**src/rtl/oasc_pkg.sv**
```systemverilog
// Package for the obstacle avoiding speed controller.
// Holds the shared types, the register map and the reset values of the registers.
// No dependencies.
`default_nettype none

package oasc_pkg;

  localparam int unsigned DistW   = 8;
  localparam int unsigned SpeedW  = 9;
  localparam int unsigned ApbAddrW = 5;
  localparam int unsigned ApbDataW = 32;

  typedef logic [DistW-1:0]         dist_t;
  typedef logic signed [SpeedW-1:0] speed_t;

  typedef enum logic [2:0] {
    REG_DANGER_THR    = 3'd0,
    REG_SLOW_THR      = 3'd1,
    REG_SLOW_SPEED    = 3'd2,
    REG_CRUISE_SPEED  = 3'd3,
    REG_REVERSE_SPEED = 3'd4,
    REG_SIDE_OFFSET   = 3'd5
  } oasc_reg_e;

  localparam dist_t  DangerThrRst    = 8'd30;
  localparam dist_t  SlowThrRst      = 8'd50;
  localparam dist_t  SlowSpeedRst    = 8'd30;
  localparam dist_t  CruiseSpeedRst  = 8'd70;
  localparam speed_t ReverseSpeedRst = -9'sd10;
  localparam dist_t  SideOffsetRst   = 8'd20;

  typedef struct packed {
    dist_t  danger_thr;
    dist_t  slow_thr;
    dist_t  slow_speed;
    dist_t  cruise_speed;
    speed_t reverse_speed;
    dist_t  side_offset;
  } oasc_cfg_t;

  typedef enum logic [1:0] {
    ZONE_DANGER = 2'd0,
    ZONE_SLOW   = 2'd1,
    ZONE_CLEAR  = 2'd2
  } oasc_zone_e;

  typedef enum logic [2:0] {
    OP_SET          = 3'd0,
    OP_CRUISE       = 3'd1,
    OP_EASE_BOTH    = 3'd2,
    OP_TENTHS_RIGHT = 3'd3,
    OP_TENTHS_LEFT  = 3'd4
  } oasc_op_e;

  typedef struct packed {
    oasc_op_e op;
    speed_t   left_tgt;
    speed_t   right_tgt;
  } oasc_cmd_t;

endpackage

`default_nettype wire

```
**src/rtl/oasc_ifs.sv**
```systemverilog
// Valid/ready channel interfaces for the sensor input and the wheel speed output.
// Depends on oasc_pkg.
`default_nettype none

interface oasc_in_if;
  import oasc_pkg::*;
  logic  valid;
  logic  ready;
  dist_t front_left_dist;
  dist_t front_right_dist;
  dist_t side_left_dist;
  dist_t side_right_dist;
  modport source(output valid, front_left_dist, front_right_dist, side_left_dist,
                 side_right_dist, input ready);
  modport sink(input valid, front_left_dist, front_right_dist, side_left_dist,
               side_right_dist, output ready);
endinterface

interface oasc_out_if;
  import oasc_pkg::*;
  logic   valid;
  logic   ready;
  speed_t left_wheel_speed;
  speed_t right_wheel_speed;
  modport source(output valid, left_wheel_speed, right_wheel_speed, input ready);
  modport sink(input valid, left_wheel_speed, right_wheel_speed, output ready);
endinterface

`default_nettype wire

```
**src/rtl/oasc_cfg_regs.sv**
```systemverilog
// APB configuration registers of the speed controller.
// Depends on oasc_pkg.
`default_nettype none

module oasc_cfg_regs (
  input  wire logic                             clk_i,
  input  wire logic                             rst_ni,
  input  wire logic                             psel,
  input  wire logic                             penable,
  input  wire logic                             pwrite,
  input  wire logic [oasc_pkg::ApbAddrW-1:0]    paddr,
  input  wire logic [oasc_pkg::ApbDataW-1:0]    pwdata,
  output logic      [oasc_pkg::ApbDataW-1:0]    prdata,
  output logic                                  pready,
  output oasc_pkg::oasc_cfg_t                   cfg_o
);
  import oasc_pkg::*;

  oasc_cfg_t cfg_q, cfg_d;
  logic [2:0] idx;
  logic       wr_en;

  assign idx    = paddr[4:2];
  assign wr_en  = psel && penable && pwrite;
  assign pready = 1'b1;
  assign cfg_o  = cfg_q;

  always_comb begin
    cfg_d = cfg_q;
    if (wr_en) begin
      unique case (idx)
        REG_DANGER_THR:    cfg_d.danger_thr    = pwdata[7:0];
        REG_SLOW_THR:      cfg_d.slow_thr      = pwdata[7:0];
        REG_SLOW_SPEED:    cfg_d.slow_speed    = pwdata[7:0];
        REG_CRUISE_SPEED:  cfg_d.cruise_speed  = pwdata[7:0];
        REG_REVERSE_SPEED: cfg_d.reverse_speed = pwdata[8:0];
        REG_SIDE_OFFSET:   cfg_d.side_offset   = pwdata[7:0];
        default: ;
      endcase
    end
  end

  always_ff @(posedge clk_i or negedge rst_ni) begin
    if (!rst_ni) begin
      cfg_q.danger_thr    <= DangerThrRst;
      cfg_q.slow_thr      <= SlowThrRst;
      cfg_q.slow_speed    <= SlowSpeedRst;
      cfg_q.cruise_speed  <= CruiseSpeedRst;
      cfg_q.reverse_speed <= ReverseSpeedRst;
      cfg_q.side_offset   <= SideOffsetRst;
    end else begin
      cfg_q <= cfg_d;
    end
  end

  always_comb begin
    unique case (idx)
      REG_DANGER_THR:    prdata = {24'd0, cfg_q.danger_thr};
      REG_SLOW_THR:      prdata = {24'd0, cfg_q.slow_thr};
      REG_SLOW_SPEED:    prdata = {24'd0, cfg_q.slow_speed};
      REG_CRUISE_SPEED:  prdata = {24'd0, cfg_q.cruise_speed};
      REG_REVERSE_SPEED: prdata = {{23{cfg_q.reverse_speed[8]}}, cfg_q.reverse_speed};
      REG_SIDE_OFFSET:   prdata = {24'd0, cfg_q.side_offset};
      default:           prdata = '0;
    endcase
  end

endmodule

`default_nettype wire

```
**src/rtl/oasc_front.sv**
```systemverilog
// Front end: classifies the four readings into zones and picks the speed update command.
// Depends on oasc_pkg and oasc_ifs.
`default_nettype none

module oasc_front (
  oasc_in_if.sink                    in_ch,
  input  wire oasc_pkg::oasc_cfg_t   cfg_i,
  output logic                       cmd_valid_o,
  input  wire logic                  cmd_ready_i,
  output oasc_pkg::oasc_cmd_t        cmd_o
);
  import oasc_pkg::*;

  function automatic oasc_zone_e zone_of(dist_t d, dist_t danger_d, dist_t slow_d);
    oasc_zone_e z;
    if (d < danger_d) begin
      z = ZONE_DANGER;
    end else if (d < slow_d) begin
      z = ZONE_SLOW;
    end else begin
      z = ZONE_CLEAR;
    end
    return z;
  endfunction

  oasc_zone_e zfl, zfr, zsl, zsr;
  speed_t     slow, slow_neg, rev, cruise, sl_steer, sr_steer;

  assign zfl = zone_of(in_ch.front_left_dist, cfg_i.danger_thr, cfg_i.slow_thr);
  assign zfr = zone_of(in_ch.front_right_dist, cfg_i.danger_thr, cfg_i.slow_thr);
  assign zsl = zone_of(in_ch.side_left_dist, cfg_i.danger_thr, cfg_i.slow_thr);
  assign zsr = zone_of(in_ch.side_right_dist, cfg_i.danger_thr, cfg_i.slow_thr);

  assign slow     = {1'b0, cfg_i.slow_speed};
  assign slow_neg = -slow;
  assign rev      = cfg_i.reverse_speed;
  assign cruise   = {1'b0, cfg_i.cruise_speed};
  assign sl_steer = {1'b0, in_ch.side_left_dist} - {1'b0, cfg_i.side_offset};
  assign sr_steer = {1'b0, in_ch.side_right_dist} - {1'b0, cfg_i.side_offset};

  assign cmd_valid_o = in_ch.valid;
  assign in_ch.ready = cmd_ready_i;

  always_comb begin
    cmd_o.op        = OP_SET;
    cmd_o.left_tgt  = slow;
    cmd_o.right_tgt = slow;
    if (zfl == ZONE_DANGER && zfr == ZONE_DANGER) begin
      if (zsl == ZONE_DANGER && zsr == ZONE_DANGER) begin
        cmd_o.right_tgt = slow_neg;
      end else begin
        cmd_o.left_tgt  = (in_ch.side_left_dist < in_ch.side_right_dist) ? slow : rev;
        cmd_o.right_tgt = (in_ch.side_left_dist > in_ch.side_right_dist) ? slow : rev;
      end
    end else if (zfl == ZONE_DANGER) begin
      cmd_o.right_tgt = rev;
    end else if (zfr == ZONE_DANGER) begin
      cmd_o.left_tgt = rev;
    end else if (zfl == ZONE_CLEAR && zfr == ZONE_CLEAR) begin
      if ((zsl == ZONE_DANGER || zsr == ZONE_DANGER) && zsl != zsr) begin
        cmd_o.left_tgt  = (zsl == ZONE_DANGER) ? slow : sl_steer;
        cmd_o.right_tgt = (zsr == ZONE_DANGER) ? slow : sr_steer;
      end else begin
        cmd_o.op        = OP_CRUISE;
        cmd_o.left_tgt  = cruise;
        cmd_o.right_tgt = cruise;
      end
    end else if (zfl == zfr) begin
      cmd_o.op = OP_EASE_BOTH;
    end else if (zfr == ZONE_SLOW) begin
      cmd_o.op = OP_TENTHS_RIGHT;
    end else begin
      cmd_o.op = OP_TENTHS_LEFT;
    end
  end

endmodule

`default_nettype wire

```
**src/rtl/oasc_queue.sv**
```systemverilog
// Small command queue between the front end and the back end.
// Depends on oasc_pkg.
`default_nettype none

module oasc_queue #(
  parameter int unsigned Depth = 2
) (
  input  wire logic                 clk_i,
  input  wire logic                 rst_ni,
  input  wire logic                 push_valid_i,
  output logic                      push_ready_o,
  input  wire oasc_pkg::oasc_cmd_t  push_cmd_i,
  output logic                      pop_valid_o,
  input  wire logic                 pop_ready_i,
  output oasc_pkg::oasc_cmd_t       pop_cmd_o
);
  import oasc_pkg::*;

  localparam int unsigned PtrW = (Depth > 1) ? $clog2(Depth) : 1;
  localparam int unsigned CntW = $clog2(Depth + 1);
  localparam logic [PtrW-1:0] LastPtr = PtrW'(Depth - 1);
  localparam logic [CntW-1:0] FullCnt = CntW'(Depth);

  oasc_cmd_t       mem_q [Depth];
  logic [PtrW-1:0] wr_ptr_q, wr_ptr_d, rd_ptr_q, rd_ptr_d;
  logic [CntW-1:0] cnt_q, cnt_d;
  logic            push, pop;

  assign push_ready_o = (cnt_q != FullCnt);
  assign pop_valid_o  = (cnt_q != '0);
  assign push         = push_valid_i && push_ready_o;
  assign pop          = pop_valid_o && pop_ready_i;
  assign pop_cmd_o    = mem_q[rd_ptr_q];

  always_comb begin
    wr_ptr_d = wr_ptr_q;
    rd_ptr_d = rd_ptr_q;
    cnt_d    = cnt_q;
    if (push) begin
      wr_ptr_d = (wr_ptr_q == LastPtr) ? '0 : wr_ptr_q + 1'b1;
    end
    if (pop) begin
      rd_ptr_d = (rd_ptr_q == LastPtr) ? '0 : rd_ptr_q + 1'b1;
    end
    if (push && !pop) begin
      cnt_d = cnt_q + 1'b1;
    end else if (pop && !push) begin
      cnt_d = cnt_q - 1'b1;
    end
  end

  always_ff @(posedge clk_i or negedge rst_ni) begin
    if (!rst_ni) begin
      wr_ptr_q <= '0;
      rd_ptr_q <= '0;
      cnt_q    <= '0;
    end else begin
      wr_ptr_q <= wr_ptr_d;
      rd_ptr_q <= rd_ptr_d;
      cnt_q    <= cnt_d;
    end
  end

  always_ff @(posedge clk_i) begin
    if (push) begin
      mem_q[wr_ptr_q] <= push_cmd_i;
    end
  end

endmodule

`default_nettype wire

```
**src/rtl/oasc_back.sv**
```systemverilog
// Back end: applies a command to the kept wheel speeds and registers the result.
// Depends on oasc_pkg and oasc_ifs.
`default_nettype none

module oasc_back (
  input  wire logic                 clk_i,
  input  wire logic                 rst_ni,
  input  wire logic                 cmd_valid_i,
  output logic                      cmd_ready_o,
  input  wire oasc_pkg::oasc_cmd_t  cmd_i,
  oasc_out_if.source                out_ch
);
  import oasc_pkg::*;

  // Average of two speeds, truncated toward zero.
  function automatic speed_t ease_half(speed_t old_v, speed_t tgt);
    logic signed [SpeedW:0] sum;
    logic signed [SpeedW:0] adj;
    sum = {old_v[SpeedW-1], old_v} + {tgt[SpeedW-1], tgt};
    adj = sum + {{SpeedW{1'b0}}, sum[SpeedW]};
    return adj[SpeedW:1];
  endfunction

  // old + 3 * (tgt - old) / 10, truncated toward zero; the division is a
  // multiplication by 6554 / 65536, exact for magnitudes below 2048.
  function automatic speed_t ease_tenths(speed_t old_v, speed_t tgt);
    logic signed [9:0]  diff;
    logic signed [11:0] trip;
    logic [10:0]        mag;
    logic [23:0]        prod;
    logic [7:0]         quo;
    logic signed [9:0]  delta;
    logic signed [9:0]  sum;
    diff  = {tgt[8], tgt} - {old_v[8], old_v};
    trip  = {diff[9], diff[9], diff} + {diff[9], diff, 1'b0};
    mag   = trip[11] ? 11'(-trip) : trip[10:0];
    prod  = 24'(mag) * 24'(13'd6554);
    quo   = prod[23:16];
    delta = trip[11] ? -{2'b00, quo} : {2'b00, quo};
    sum   = {old_v[8], old_v} + delta;
    return sum[8:0];
  endfunction

  speed_t left_q, left_d, right_q, right_d, peak;
  logic   out_valid_q, out_valid_d;
  logic   take;

  assign cmd_ready_o = !out_valid_q || out_ch.ready;
  assign take        = cmd_valid_i && cmd_ready_o;
  assign peak        = (left_q > right_q) ? left_q : right_q;

  always_comb begin
    left_d  = left_q;
    right_d = right_q;
    case (cmd_i.op)
      OP_SET: begin
        left_d  = cmd_i.left_tgt;
        right_d = cmd_i.right_tgt;
      end
      OP_CRUISE: begin
        left_d  = (peak < cmd_i.left_tgt) ? ease_half(peak, cmd_i.left_tgt) : cmd_i.left_tgt;
        right_d = left_d;
      end
      OP_EASE_BOTH: begin
        left_d  = ease_half(left_q, cmd_i.left_tgt);
        right_d = ease_half(right_q, cmd_i.right_tgt);
      end
      OP_TENTHS_RIGHT: begin
        left_d  = ease_half(left_q, cmd_i.left_tgt);
        right_d = ease_tenths(right_q, cmd_i.right_tgt);
      end
      OP_TENTHS_LEFT: begin
        left_d  = ease_tenths(left_q, cmd_i.left_tgt);
        right_d = ease_half(right_q, cmd_i.right_tgt);
      end
      default: ;
    endcase
  end

  always_comb begin
    out_valid_d = out_valid_q;
    if (take) begin
      out_valid_d = 1'b1;
    end else if (out_ch.ready) begin
      out_valid_d = 1'b0;
    end
  end

  always_ff @(posedge clk_i or negedge rst_ni) begin
    if (!rst_ni) begin
      left_q      <= '0;
      right_q     <= '0;
      out_valid_q <= 1'b0;
    end else begin
      out_valid_q <= out_valid_d;
      if (take) begin
        left_q  <= left_d;
        right_q <= right_d;
      end
    end
  end

  assign out_ch.valid             = out_valid_q;
  assign out_ch.left_wheel_speed  = left_q;
  assign out_ch.right_wheel_speed = right_q;

endmodule

`default_nettype wire

```
**src/rtl/obstacle_avoid_speed_control.sv**
```systemverilog
// The speed controller takes one transfer of four distance readings per clock while its output
// is taken, and returns one transfer of two wheel speeds per reading, in order. The front end
// sorts the readings into zones and picks an update command in the cycle of the transfer; the
// command waits in a QueueDepth-entry queue; the back end applies it to the kept speeds and
// holds the result in an output register. A stalled output fills the queue and then holds the
// input. A result passes through the queue and the output register before its transfer. The
// user is to write the registers through the APB port only while no item is in flight; the
// block itself does not enforce this.
// Depends on oasc_pkg, oasc_ifs and the oasc_* modules.
`default_nettype none

module obstacle_avoid_speed_control #(
  parameter int unsigned QueueDepth = 2
) (
  input  wire logic                             clk_i,
  input  wire logic                             rst_ni,
  oasc_in_if.sink                               in_ch,
  oasc_out_if.source                            out_ch,
  input  wire logic                             psel,
  input  wire logic                             penable,
  input  wire logic                             pwrite,
  input  wire logic [oasc_pkg::ApbAddrW-1:0]    paddr,
  input  wire logic [oasc_pkg::ApbDataW-1:0]    pwdata,
  output logic      [oasc_pkg::ApbDataW-1:0]    prdata,
  output logic                                  pready
);
  import oasc_pkg::*;

  oasc_cfg_t cfg;
  oasc_cmd_t front_cmd, back_cmd;
  logic      front_valid, front_ready, back_valid, back_ready;

  oasc_cfg_regs u_cfg (
    .clk_i   (clk_i),
    .rst_ni  (rst_ni),
    .psel    (psel),
    .penable (penable),
    .pwrite  (pwrite),
    .paddr   (paddr),
    .pwdata  (pwdata),
    .prdata  (prdata),
    .pready  (pready),
    .cfg_o   (cfg)
  );

  oasc_front u_front (
    .in_ch       (in_ch),
    .cfg_i       (cfg),
    .cmd_valid_o (front_valid),
    .cmd_ready_i (front_ready),
    .cmd_o       (front_cmd)
  );

  oasc_queue #(
    .Depth (QueueDepth)
  ) u_queue (
    .clk_i        (clk_i),
    .rst_ni       (rst_ni),
    .push_valid_i (front_valid),
    .push_ready_o (front_ready),
    .push_cmd_i   (front_cmd),
    .pop_valid_o  (back_valid),
    .pop_ready_i  (back_ready),
    .pop_cmd_o    (back_cmd)
  );

  oasc_back u_back (
    .clk_i       (clk_i),
    .rst_ni      (rst_ni),
    .cmd_valid_i (back_valid),
    .cmd_ready_o (back_ready),
    .cmd_i       (back_cmd),
    .out_ch      (out_ch)
  );

endmodule

`default_nettype wire

```
**src/flat_wrapper.sv**
```systemverilog
// flat-port wrapper written by rule: the top's interface ports become plain ports
module obstacle_avoid_speed_control_flat import oasc_pkg::*;
#(
  parameter int unsigned QueueDepth = 2
)
  (clk_i, rst_ni, psel, penable, pwrite, paddr, pwdata, prdata, pready, in_ch_valid, in_ch_front_left_dist, in_ch_front_right_dist, in_ch_side_left_dist, in_ch_side_right_dist, in_ch_ready, out_ch_valid, out_ch_left_wheel_speed, out_ch_right_wheel_speed, out_ch_ready);
  oasc_in_if in_ch_i ();
  oasc_out_if out_ch_i ();
  input  wire logic clk_i;
  input  wire logic rst_ni;
  input  wire logic psel;
  input  wire logic penable;
  input  wire logic pwrite;
  input  wire logic [oasc_pkg::ApbAddrW-1:0] paddr;
  input  wire logic [oasc_pkg::ApbDataW-1:0] pwdata;
  output logic      [oasc_pkg::ApbDataW-1:0] prdata;
  output logic pready;
  input wire logic [$bits(in_ch_i.valid)-1:0] in_ch_valid;
  input wire logic [$bits(in_ch_i.front_left_dist)-1:0] in_ch_front_left_dist;
  input wire logic [$bits(in_ch_i.front_right_dist)-1:0] in_ch_front_right_dist;
  input wire logic [$bits(in_ch_i.side_left_dist)-1:0] in_ch_side_left_dist;
  input wire logic [$bits(in_ch_i.side_right_dist)-1:0] in_ch_side_right_dist;
  output wire logic [$bits(in_ch_i.ready)-1:0] in_ch_ready;
  output wire logic [$bits(out_ch_i.valid)-1:0] out_ch_valid;
  output wire logic [$bits(out_ch_i.left_wheel_speed)-1:0] out_ch_left_wheel_speed;
  output wire logic [$bits(out_ch_i.right_wheel_speed)-1:0] out_ch_right_wheel_speed;
  input wire logic [$bits(out_ch_i.ready)-1:0] out_ch_ready;
  assign in_ch_i.valid = in_ch_valid;
  assign in_ch_i.front_left_dist = in_ch_front_left_dist;
  assign in_ch_i.front_right_dist = in_ch_front_right_dist;
  assign in_ch_i.side_left_dist = in_ch_side_left_dist;
  assign in_ch_i.side_right_dist = in_ch_side_right_dist;
  assign in_ch_ready = in_ch_i.ready;
  assign out_ch_valid = out_ch_i.valid;
  assign out_ch_left_wheel_speed = out_ch_i.left_wheel_speed;
  assign out_ch_right_wheel_speed = out_ch_i.right_wheel_speed;
  assign out_ch_i.ready = out_ch_ready;
  obstacle_avoid_speed_control #(.QueueDepth(QueueDepth)) u_core (.clk_i(clk_i), .rst_ni(rst_ni), .in_ch(in_ch_i), .out_ch(out_ch_i), .psel(psel), .penable(penable), .pwrite(pwrite), .paddr(paddr), .pwdata(pwdata), .prdata(prdata), .pready(pready));
endmodule
```
**config.mk**
```make
export PLATFORM = sky130hd
export DESIGN_NAME = obstacle_avoid_speed_control_flat
export DESIGN_NICKNAME = d
export VERILOG_FILES = /design/src/rtl/oasc_pkg.sv /design/src/rtl/oasc_ifs.sv /design/src/rtl/oasc_cfg_regs.sv /design/src/rtl/oasc_front.sv /design/src/rtl/oasc_queue.sv /design/src/rtl/oasc_back.sv /design/src/rtl/obstacle_avoid_speed_control.sv /design/src/flat_wrapper.sv
export SDC_FILE = /design/constraint.sdc
export NUM_CORES = 1
export LEC_CHECK = 0
export BUFFER_PORTS_ARGS = -buffer_cell sky130_fd_sc_hd__buf_2
export CAP_MARGIN = 25
export CORE_MARGIN = 1.5
export CORE_UTILIZATION = 57
export CTS_CLUSTER_DIAMETER = 50
export DETAILED_ROUTE_END_ITERATION = 10
export GPL_TIMING_DRIVEN = 0
export PLACE_DENSITY_LB_ADDON = 0.12
export SLEW_MARGIN = 25
export SYNTH_ARGS = -nofsm -noshare
export SYNTH_HDL_FRONTEND = slang
export SYNTH_SLANG_ARGS = --single-unit
```
**constraint.sdc**
```tcl
create_clock -name clk_i -period 10.4 [get_ports clk_i]
set_input_delay 2.08 -clock clk_i [delete_from_list [all_inputs] [get_ports clk_i]]
set_output_delay 2.08 -clock clk_i [all_outputs]
set_load 0.05 [all_outputs]
```
Yosys cells after proc, flatten, opt, wreduce, memory -nomap -nowiden. Memories as Yosys holds them, arrays and structs flattened. Index checks and enable logic that the tools add are counted.

Output and inout port bits: 53. Input bits: 76. Memory bits (writable): 42. Memories: 1. Bits in registers: 72. Word-level logic and storage cells: 145.

Reduce and logical (&&, ||, !) cells: 36. $mul: 2. Equality and inequality tests: 15. Magnitude comparators: 12. Muxes and demuxes: 44. Add/sub/neg operators: 23.

Memory list: u_core.u_queue.mem_q (depth 2, width 21, rd ports 1, clocked after memory_dff 0, wr ports 1, line oasc_queue.sv:24) `oasc_cmd_t mem_q [Depth];`.

Operator list (number): case mux 32 bit (6 select lines) (1); 2-to-1 mux 9 bit (13); less-than comparator 8 bit (9); case mux 9 bit (4 select lines) (2); 2-to-1 mux 18 bit (3); multiplier 11 x 12 -> 23 bit (second input constant) (2); adder 10 x 1 -> 10 bit (3); adder 9 x 9 -> 10 bit (3); negation 8 -> 9 bit (3); adder 10 x 11 -> 12 bit (2); 2-to-1 mux 11 bit (2); negation 11 bit (2); 2-to-1 mux 2 bit (10); subtractor 9 x 9 -> 10 bit (2); adder 9 bit (2); subtractor 8 x 8 -> 9 bit (2); AND reduction 2 bit (8); 2-to-1 mux 3 bit (5); equality test 3 x 2 -> 1 bit (second input constant) (4); 2-to-1 mux 12 bit (1); logical AND 1 bit (10); equality test 3 bit (second input constant) (3); greater-than comparator 9 bit (1); less-than comparator 9 bit (1); 18 further kinds (38).

Logic depth before layout (Yosys ltp).
Depth after elaboration: 11. Depth in mapped cells: 59.

Cells and area by module. From an unflattened synthesis, not the netlist that was laid out.

Cells, all modules: 2017. Area, all modules: 18012.3 µm².

Modules (own cells, without submodules): oasc_back (seq. area each 475.5 µm², cells an instance 1336, instances 1, area an instance 10791.6 µm²); oasc_front (seq. area each 0.0 µm², cells an instance 406, instances 1, area an instance 2937.8 µm²); oasc_cfg_regs (seq. area each 1255.0 µm², cells an instance 192, instances 1, area an instance 2551.2 µm²); oasc_queue (seq. area each 1361.3 µm², cells an instance 83, instances 1, area an instance 1731.7 µm²).

Worst setup path before layout. OpenSTA, ideal clock, no wires.

Path type: register to register. From: register u_core.u_queue.rd_ptr_q. To: register u_core.u_back.left_q[8], in the netlist u_core.u_back.out_ch.left_wheel_speed[8]. Clock period less this slack: 11.306 ns. Cell stages (with the launch flop): 49. Path buffers: 2. Arrival: 11.202 ns. Path slack: -0.906 ns. Library setup time: 0.104 ns. Cell sequence: dfrtp_1 clkbuf_1 buf_1 mux2i_1 inv_1 fa_1 xor2_1 inv_1 fa_1 nor2b_1 o21ai_0 a2111o_1 mux2i_1 o21ai_0 a211oi_2 nand3b_1 o31a_1 mux2i_4 [... 13 more ...] xnor2_1 inv_1 ha_1 nand2_1 o21ai_0 fa_1 a21o_1 a21oi_1 nor2b_1 o21ai_0 nand2b_1 a21o_1 a21oi_1 xnor2_1 and2_1 o21ai_0 a31o_2 o311ai_1.

Word-level cells in the longest chain between the ends: 10.

RTL lines: start, declared (line oasc_queue.sv:25) `logic [PtrW-1:0] wr_ptr_q, wr_ptr_d, rd_ptr_q, rd_ptr_d;`; start signal, assigned (line oasc_queue.sv:59) `rd_ptr_q <= rd_ptr_d;`; memory (2 x 21 bit) *; subtractor 9 x 9 -> 10 bit (line oasc_back.sv:34) `diff = {tgt[8], tgt} - {old_v[8], old_v};`; adder 10 x 11 -> 12 bit (line oasc_back.sv:35) `trip = {diff[9], diff[9], diff} + {diff[9], diff, 1'b0};`; negation 11 bit (line oasc_back.sv:36) `mag = trip[11] ? 11'(-trip) : trip[10:0];`; 2-to-1 mux 11 bit (line oasc_back.sv:36); multiplier 11 x 12 -> 23 bit (line oasc_back.sv:37) `prod = 24'(mag) * 24'(13'd6554);`; negation 8 -> 9 bit (line oasc_back.sv:39) `delta = trip[11] ? -{2'b00, quo} : {2'b00, quo};`; 2-to-1 mux 9 bit (line oasc_back.sv:39); adder 9 bit (line oasc_back.sv:40) `sum = {old_v[8], old_v} + delta;`; case mux 9 bit (4 select lines) (line oasc_back.sv:55) `case (cmd_i.op)`; end signal, assigned (line oasc_back.sv:97) `left_q <= left_d;`; end, declared (line oasc_back.sv:44) `speed_t left_q, left_d, right_q, right_d, peak;`.

Mark *: on every way between the ends. The rest lies on a longest branch, timed or not. A chain may end at the register's enable or synchronous reset.

Final worst setup path. Ends and elaborated chain as after synthesis.

==> metrics <==
fin crit share=1.04; fin nets=2749; final core occ=0.712; # setup viols final=5; Mapped Area=17900 um2; initial antenna violation count=0; Die Y=180 um; Placed Area=19200 um2; Via density=6.06; commonest cells after routing, fill and taps aside=ha_1, inv_1, buf_4; min Tclk post-route=10860 ps; Slew HR=0.440; wire per inst=about 20 um; Setup Crit Path Kind=reg2reg; DR iter-0 viols=1210; maximum root-to-sink buffer count=2; Post-Route WL=between 50 and 60 mm; worst slew pin tran=834 ps; vias in the first global route=16300; total global routing overflow=0; critical path's largest stage delay=610 ps; CP max-delay cell=fa_2; IO Port Bufs=101; DRC Markers=2; # IOs=129; largest net degree at the start of global routing=53; commonest register cell after synthesis=dfrtp_1; initial core utilization=0.583; Slew Viols, Final=0; CTS root buf=clkbuf_16; EDFF count, synth=between 40 and 50; fillcell total=2310; Max Clock Skew=15.1 ps; Hold Slack=503 ps; RSZ-0062 raised after global routing=true; CTS Buf Count=17; most common cell after layout, fill and taps aside=ha_1; Worst EP required=10710 ps; DIE AREA=about 33000 um2; GRT Resource Usage Total=0.321; FMAX=92.1 MHz; Worst EP arrival=11180 ps; DP HPWL=40.7 mm; Layout area overhead=22.1%; Core Box Area=30700 um2; H-Tree Depth=4; Die W=180 um; Mapped Nets=2500; row count=64; clk slew on worst S/H paths=60 ps; share of cells above drive strength 1=0.261; setup slack after layout=-463 ps; synth unique cells=97; status=finished with violations; register area=slightly above 3000 um2; syn_area_per_cell=8.74 um2; register bit total from synthesis=114; first-pass GRT wire length=83.3 mm; hold_buf cts=0; Clock Latency Late Sink=420 ps; register area share after synthesis=0.172; cell count after synthesis=between 2000 and 2500; Final Instance Area=21900 um2; worst-path fanout max=8; Worst Hold Class=reg2reg; # clock sinks=114; max cap viols=0; multi-input logic area=14700 um2; Async S/R FF share, synth=0.632; Worst setup SP type=register; total number of vias=roughly 16000; final hold viol count=0; Synth Warn #=0; ANT nets after route=0; failing checks=design-rule violations, negative setup slack; CP Capture Type=register; CTS tree=built; Routability Congestion=about 0.94; setup TNS=-887 ps; # diodes=0; drt pass-1 iters=8
-- sequential cells by signal, summed over array words and instances, names as in the netlist --
name,flops
u_core.u_queue.rd_ptr_q,1
u_core.u_queue.mem_q,42
u_core.u_back.out_ch.left_wheel_speed,9
u_core.u_cfg.cfg_o,49
u_core.u_back.out_ch.right_wheel_speed,9
u_core.u_queue.wr_ptr_q,1
u_core.u_queue.cnt_q,2
u_core.u_back.out_ch.valid,1
-- area by class of cell --
class,instances,share of cell area
Clock buffer,24,0.0226
Sequential cell,114,0.141
Timing Repair Buffer,233,0.0715
Clock inverter,8,0.00560
Tap cell,396,0.0226
Multi-Input combinational cell,1605,0.671
Buffer,73,0.0218
Inverter,255,0.0439
-- routing by layer --
| metal | GRT usage | wire length [um] |
|---|---|---|
| met4 | 0.112 | 1790 |
| met5 | 0 | 0 |
| met2 | 0.547 | 26000 |
| met1 | 0.418 | 23000 |
| met3 | 0.0420 | 3470 |
-- synthesized netlist by cell type, drive strengths merged, types with 27 or more instances --
master	count	area, um2
inv	254	953
nor3	38	190
xnor2	91	797
xor2	60	541
nor2	107	402
dfrtp	49	1230
mux2	68	766
buf	39	272
edfxtp	42	1260
ha	303	3790
nand3	31	155
mux2i	31	323
a21oi	120	601
nand2b	39	244
nand2	122	458
o22ai	27	169
o21ai	124	628
clkbuf	37	160
a21o	68	512
fa	71	1420
-- final timing paths --
check	depth (start not counted)	end	start	slack, ps
setup / recovery	48	u_core.u_back.out_ch.left_wheel_speed[8]	u_core.u_queue.rd_ptr_q	-460
hold / removal	2	u_core.u_back.out_ch.valid	u_core.u_back.out_ch.valid	500
min in group asynchronous	1	u_core.u_cfg.cfg_o[41]	rst_ni	1540
setup reg to reg	48	u_core.u_back.out_ch.left_wheel_speed[8]	u_core.u_queue.rd_ptr_q	-460
hold reg to reg	2	u_core.u_back.out_ch.valid	u_core.u_back.out_ch.valid	500
max in group asynchronous	2	u_core.u_cfg.cfg_o[26]	rst_ni	8220
-- critical path: cells and delay by family, from the launching register on --
kind	cells	cell delay (ps)
compound gates	17	3200
xor+xnor	3	500
fa+ha+maj	10	3980
buf+inv	7	710
flops	1	350
mux	3	810
simple gates	8	1170
-- per-stage QoR --
step           std cells  setup slack [ps]
3_5_place_dp        2549             -1840
6_report            2708              -463
5_1_grt             2708              -832
4_1_cts             2650              -242
3_3_place_gp        2547             -1480
2_1_floorplan       2050              19.5
-- cell families after synthesis --
logic type	count (synthesis)	share of synthesized area
AOI/OAI and AO/OA	521	0.195
muxes	99	0.0607
and+or+nand+nor	456	0.125
DFF	114	0.172
buffers and inverters	331	0.0775
other	1	0.000209
xor gates and xnor gates	154	0.0787
adders and majority gates	374	0.291
-- timing repair --
action / 4_1_cts / 5_1_grt
resized for setup: 125 / 102
pin swaps: 97 / 108
endpoints found under the setup margin: 16 / 14
buffers inserted: 71 / 61
Power is not shown: default switching activity piles up to over one toggle a cycle in this logic, so the estimate is an artifact.
